**src/rtl/core/plt_pkg.sv**
```systemverilog
// Shared types and constants of the packed list table.
package plt_pkg;

  // Field widths
  localparam int OP_W  = 3;
  localparam int POS_W = 8;
  localparam int OUT_W = 64;
  localparam int CNT_W = 9;
  localparam int ST_W  = 2;

  // Operation codes
  localparam logic [OP_W-1:0] OP_APPEND   = 3'd0;
  localparam logic [OP_W-1:0] OP_REMOVE   = 3'd1;
  localparam logic [OP_W-1:0] OP_GET      = 3'd2;
  localparam logic [OP_W-1:0] OP_SET      = 3'd3;
  localparam logic [OP_W-1:0] OP_CONTAINS = 3'd4;

  // Result status codes
  localparam logic [ST_W-1:0] ST_OK      = 2'd0;
  localparam logic [ST_W-1:0] ST_RANGE   = 2'd1;
  localparam logic [ST_W-1:0] ST_MISSING = 2'd2;
  localparam logic [ST_W-1:0] ST_FULL    = 2'd3;

  // Datapath commands issued by the controller
  typedef enum logic [3:0] {
    CMD_NONE,
    CMD_LATCH,
    CMD_APPEND,
    CMD_READ_POS,
    CMD_RD_DONE,
    CMD_SCAN_START,
    CMD_SCAN,
    CMD_SHIFT,
    CMD_OUT_LOAD
  } cmd_t;

  // Datapath status seen by the controller
  typedef struct packed {
    logic [OP_W-1:0] op;
    logic            pos_ok;
    logic            scan_hit;
    logic            scan_miss;
    logic            shift_end;
  } sts_t;

endpackage

```
**src/rtl/core/plt_ctrl.sv**
```systemverilog
// Controller state machine of the packed list table.
module plt_ctrl (
  input  logic          clk,
  input  logic          rst_n,
  input  logic          in_valid,
  output logic          in_stall,
  output logic          out_valid,
  input  logic          out_stall,
  output plt_pkg::cmd_t cmd,
  input  plt_pkg::sts_t sts
);

  typedef enum logic [2:0] {
    S_IDLE,
    S_EXEC,
    S_RD,
    S_SCAN,
    S_SHIFT,
    S_FIN
  } state_t;

  state_t state_r, state_nxt;
  logic   out_valid_r, out_valid_nxt;
  logic   out_free;

  // Output register is free when empty or being taken this cycle
  assign out_free  = !out_valid_r || !out_stall;
  assign in_stall  = (state_r != S_IDLE) || !rst_n;
  assign out_valid = out_valid_r;

  // Next state and command
  always_comb begin
    state_nxt     = state_r;
    cmd           = plt_pkg::CMD_NONE;
    out_valid_nxt = out_valid_r && out_stall;
    case (state_r)
      S_IDLE: begin
        if (in_valid) begin
          cmd       = plt_pkg::CMD_LATCH;
          state_nxt = S_EXEC;
        end
      end
      S_EXEC: begin
        case (sts.op)
          plt_pkg::OP_APPEND: begin
            cmd       = plt_pkg::CMD_APPEND;
            state_nxt = S_FIN;
          end
          plt_pkg::OP_GET, plt_pkg::OP_SET: begin
            cmd       = plt_pkg::CMD_READ_POS;
            state_nxt = sts.pos_ok ? S_RD : S_FIN;
          end
          plt_pkg::OP_REMOVE, plt_pkg::OP_CONTAINS: begin
            cmd       = plt_pkg::CMD_SCAN_START;
            state_nxt = S_SCAN;
          end
          default: begin
            state_nxt = S_FIN;
          end
        endcase
      end
      S_RD: begin
        cmd       = plt_pkg::CMD_RD_DONE;
        state_nxt = S_FIN;
      end
      S_SCAN: begin
        cmd = plt_pkg::CMD_SCAN;
        if (sts.scan_hit) begin
          state_nxt = (sts.op == plt_pkg::OP_REMOVE) ? S_SHIFT : S_FIN;
        end else if (sts.scan_miss) begin
          state_nxt = S_FIN;
        end
      end
      S_SHIFT: begin
        cmd = plt_pkg::CMD_SHIFT;
        if (sts.shift_end) begin
          state_nxt = S_FIN;
        end
      end
      S_FIN: begin
        if (out_free) begin
          cmd           = plt_pkg::CMD_OUT_LOAD;
          out_valid_nxt = 1'b1;
          state_nxt     = S_IDLE;
        end
      end
      default: begin
        state_nxt = S_IDLE;
      end
    endcase
  end

  // Hold state and output valid
  always_ff @(posedge clk) begin
    if (!rst_n) begin
      state_r     <= S_IDLE;
      out_valid_r <= 1'b0;
    end else begin
      state_r     <= state_nxt;
      out_valid_r <= out_valid_nxt;
    end
  end

  // An accepted request always starts execution next cycle
  a_accept_exec: assert property (@(posedge clk) disable iff (!rst_n)
    (in_valid && !in_stall) |=> (state_r == S_EXEC))
    else $error("accepted request did not start execution");

  // A finished result waits while the output register is stalled
  a_fin_hold: assert property (@(posedge clk) disable iff (!rst_n)
    (state_r == S_FIN && out_valid_r && out_stall) |=> (state_r == S_FIN && out_valid_r))
    else $error("result overwrote a stalled output");

  // A stalled result stays valid
  a_out_hold: assert property (@(posedge clk) disable iff (!rst_n)
    (out_valid_r && out_stall) |=> out_valid_r)
    else $error("stalled result dropped");

endmodule

```
**config.mk**
```make
export PLATFORM = sky130hd
export DESIGN_NAME = plt_ctrl
export DESIGN_NICKNAME = d
export VERILOG_FILES = /design/src/rtl/core/plt_pkg.sv /design/src/rtl/core/plt_ctrl.sv
export SDC_FILE = /design/constraint.sdc
export NUM_CORES = 1
export LEC_CHECK = 0
export BUFFER_PORTS_ARGS = -buffer_cell sky130_fd_sc_hd__buf_4
export CAP_MARGIN = 20
export CELL_PAD_IN_SITES_DETAIL_PLACEMENT = 0
export CELL_PAD_IN_SITES_GLOBAL_PLACEMENT = 1
export CORE_AREA = 2 2 39 41
export CTS_BUF_LIST = sky130_fd_sc_hd__clkbuf_2
export DETAILED_ROUTE_END_ITERATION = 8
export DIE_AREA = 0 0 41 43
export GPL_TIMING_DRIVEN = 0
export HOLD_SLACK_MARGIN = 0.06
export PLACE_DENSITY_LB_ADDON = 0.12
export SLEW_MARGIN = 5
export SYNTH_ARGS = -nofsm -noshare
export SYNTH_HDL_FRONTEND = slang
export SYNTH_SLANG_ARGS = --single-unit
export TNS_END_PERCENT = 30
```
**constraint.sdc**
```tcl
create_clock -name clk -period 1.8 [get_ports clk]
set_input_delay 0.36 -clock clk [delete_from_list [all_inputs] [get_ports clk]]
set_output_delay 0.36 -clock clk [all_outputs]
set_load 0.05 [all_outputs]
```
==> results.txt <==
The run finished with clean final reports. The final standard cell utilization of the core came out at between 30% and 40%. Of all nets on the critical path, the largest fanout is 10.

The count of endpoints failing hold in the final timing report is 0. The maximum number of pins on one net before global-route repair came out at 11. The total clock sinks came out at 4.

The effective utilization at floorplan came out at about 26%. The root buffer cell chosen for the clock tree is sky130_fd_sc_hd__clkbuf_2. In this run the count of I/O pins placed on the die edge is 17. TritonCTS built the clock tree. The clock skew after layout came out at 2.581 ps. In this run the critical register-to-register path is launched from state_r[2]. Summing all multi-input logic gate instances after layout gives 239.0 µm². The synthesized area divided by synthesized cell count is 7.429 µm².

In this run, post-CTS repair resized a total of 0 instances. The detailed router finished its first iteration with 7 violations. The post-route DRC violation count came out at 0. Sorting the synthesized cells by area gives the leading types as sky130_fd_sc_hd__dfxtp_1 (22%), sky130_fd_sc_hd__a21oi_1 (8.4%), sky130_fd_sc_hd__nor2_1 (6.3%), sky130_fd_sc_hd__nor4b_1 (4.9%), sky130_fd_sc_hd__xor2_1 (4.9%). The number of levels in the clock H-tree came out at 1. Synthesis produced 48 cells. The required arrival time at the worst endpoint came out at ~1400 ps.

The startpoint of the most critical hold path is rst_n. The Yosys warning count came out at 0. The hold-critical path endpoint is state_r[2]. The number of max-capacitance violations reported came out at 0.

The leakage power summed over all cells came out at 0.2264 nW. The critical path in this run is classified as flip-flop to primary output. In this run the power density over the cells is about 900 nW/µm². The worst setup path is captured at a primary output.

The width of the die came out at 41 µm. The total negative slack for setup checks came out at 0 ps. The post-detailed-route count of antenna-violating nets came out at 0. The clock period could shrink to about 1700 ps. The worst relative slew slack came out at between 70% and 80%. The highest achievable clock rate is 584.5 MHz. The largest individual stage delay along the critical path comes from the cell sky130_fd_sc_hd__dfxtp_1. The diode insertion count for antenna repair is 0. The final critical-path share of the clock period came out at ~95%.

The number of setup buffers added after CTS is 0. The fraction of final layout cells with drive strength greater than 1 is ~37%. Hold timing on the final database bottoms out at a slack of about 460 ps. For this run, the register share of the synthesized area comes to between 20% and 30%. The area enclosed by the die boundary is ~1800 µm².

The clock passes through at most 2 buffers. The overall power after layout is about 0.46 mW. The total area inside the core boundary comes to 1384 µm².

The distinct cell type count after synthesis came out at 24. The total nets after synthesis is ~60. The mapped cell area came out at roughly 360 µm². For the pin with the worst max-slew slack, the measured transition is 331.4 ps. Compared with the post-synthesis result, the final layout area differs by 43.51%. The first-pass GRT wire length is roughly 1600 µm.

The maximum cell stage delay along the critical path came out at around 300 ps. The share of Yosys cell area claimed by the top area cell type came out at between 20% and 30%. Measured in cells, the most critical reg-to-reg path has a length of 4. The final setup violation count is 0. The number of hold-repair buffers added at the cts stage came out at 0.

The number of filler cells placed in the layout came out at approximately 170. The slack of the worst reg-to-reg path came out at approximately 400 ps. For this run, the post-layout net count is 80. Summed over all layers, the global routing overflow is 0. The via count came out at between 400 and 500. In this run the critical register-to-register path is captured at state_r[0]. In this run the worst hold path is classified as input port to flip-flop. After clock tree synthesis, the clock-pin slew on the worst setup and hold paths is about 40 ps. The TritonCTS buffer count is 3.

Setup repair after global routing left no endpoint under its margin. Counting stages on the worst path, the most repeated cell is sky130_fd_sc_hd__buf_4. The number of global-route vias before repair is slightly below 400. In the final layout, flip-flops and latches occupy between 80 and 90 µm².

In the routed layout, each cell is associated on average with a via count of 4.988. Global routing used 13.81% of the available tracks. The number of optimization iterations in the first detailed-route pass is 2. Once routing completed, OpenROAD measured the worst setup slack at between 80 and 90 ps. The die is between 40 and 50 µm tall. The mean routed wirelength per cell came out at approximately 12 µm.

Before CTS, the worst setup slack after placement is ~260 ps. STA classifies the critical path startpoint as a flip-flop. VDD sags by at most roughly 350 µV. The worst hold path cell count came out at 3. The count of buffers inserted at the top-level ports came out at 16. The global placement routability congestion came out at roughly 0.72. The number of antenna violations at the first check in global routing came out at 0. The number of cell rows came out at 14. The number of pins exceeding their max-slew limit in the final report came out at 0. Summed over all nets, the half-perimeter wirelength after detailed placement is slightly below 800 µm. The insertion delay to the later sink of the worst-skew pair came out at between 200 and 250 ps. Data arrives at the worst endpoint at around 1400 ps. Of all cell types, the one taking the most synthesized area is sky130_fd_sc_hd__dfxtp_1.

The detailed-route wire length came out at between 900 and 1000 µm. Traced cell by cell, the critical path runs through buf_4 -> nor2_1 -> nand2_1 -> o21ai_0 -> buf_4. The register bit total from synthesis came out at 4.
worst max-delay path by stage:
stage | startpoint | to | slack, ps | cells after the start
after global routing | state_r[1] | cmd[1] | 10 | 5
final | state_r[1] | cmd[1] | 90 | 5
after global placement | sts[4] | cmd[2] | 270 | 5
after floorplan | sts[5] | cmd[1] | -230 | 4
after CTS | state_r[1] | cmd[1] | 70 | 5
after detailed placement | sts[4] | cmd[2] | 260 | 5
kinds of logic after synthesis:
family | share of synthesized area, %
DFF | 22.46
AOI/OAI and AO/OA | 32.28
buffers and inverters | 10.52
and+or+nand+nor | 29.83
xor gates and xnor gates | 4.913
where the power goes:
group,leakage [nW],total (mW),internal (mW),switching [mW]
clock network,0.0125,0.0809,0.0448,0.0362
logic,0.181,0.271,0.100,0.170
registers,0.0327,0.111,0.0999,0.0107
total,0.226,0.462,0.245,0.217
cell type report:
class	instances	share of cell area [%]
Multi-Input combinational cell	37	46.70
Timing Repair Buffer	16	23.47
Sequential cell	4	15.65
Tap cell	16	3.912
Buffer	2	3.667
Inverter	5	3.667
Clock buffer	3	2.934
state kept, by name, summed over array words and instances (netlist names):
signal / count
out_valid: 1
state_r: 3
routing by layer:
layer  GRT usage [%]  vias to the layer above  routed length [µm]
met5               0                        -                   0
met4           12.00                        0                  14
met3               0                        2                  52
met2           19.69                       13                 461
met1           18.15                      184                 453
li1                -                      215                   -
cells in the final DEF, fill, tap and decap left out, types with 3 or more instances in the layout:
cell type                  count
sky130_fd_sc_hd__a21oi_1       6
sky130_fd_sc_hd__buf_4        17
sky130_fd_sc_hd__clkbuf_2      3
sky130_fd_sc_hd__dfxtp_1       4
sky130_fd_sc_hd__inv_1         4
sky130_fd_sc_hd__nand2_1       3
sky130_fd_sc_hd__nor2_1        6
synth_stat cells:
master and number:
sky130_fd_sc_hd__a211oi_1 2, sky130_fd_sc_hd__a21oi_1 6, sky130_fd_sc_hd__a221o_1 1, sky130_fd_sc_hd__a221oi_2 1
sky130_fd_sc_hd__a31oi_1 1, sky130_fd_sc_hd__and3b_1 1, sky130_fd_sc_hd__buf_4 1, sky130_fd_sc_hd__buf_6 1
sky130_fd_sc_hd__dfxtp_1 4, sky130_fd_sc_hd__inv_1 4, sky130_fd_sc_hd__inv_2 1, sky130_fd_sc_hd__nand2_1 3
sky130_fd_sc_hd__nand2b_2 1, sky130_fd_sc_hd__nand3_1 2, sky130_fd_sc_hd__nor2_1 6, sky130_fd_sc_hd__nor3_2 1
sky130_fd_sc_hd__nor4b_1 2, sky130_fd_sc_hd__o21ai_0 3, sky130_fd_sc_hd__o21ai_1 1, sky130_fd_sc_hd__o22a_1 1
sky130_fd_sc_hd__o311a_1 1, sky130_fd_sc_hd__or2b_1 1, sky130_fd_sc_hd__or4b_1 1, sky130_fd_sc_hd__xor2_1 2
stage by stage:
| step | instance area, µm² | instances |
|---|---|---|
| after detailed placement | 496.7 | 80 |
| after global routing | 511.7 | 83 |
| final | 511.7 | 83 |
| after global placement | 496.7 | 80 |
| after floorplan | 356.6 | 48 |
| after CTS | 511.7 | 83 |
critical path, delay by kind of cell (launching register included):
kind,cells,cell delay (ps)
simple gates,2,360
buf+inv,2,400
flops,1,300
compound gates,1,90
Note: power is estimated with default switching activity, not from simulation.
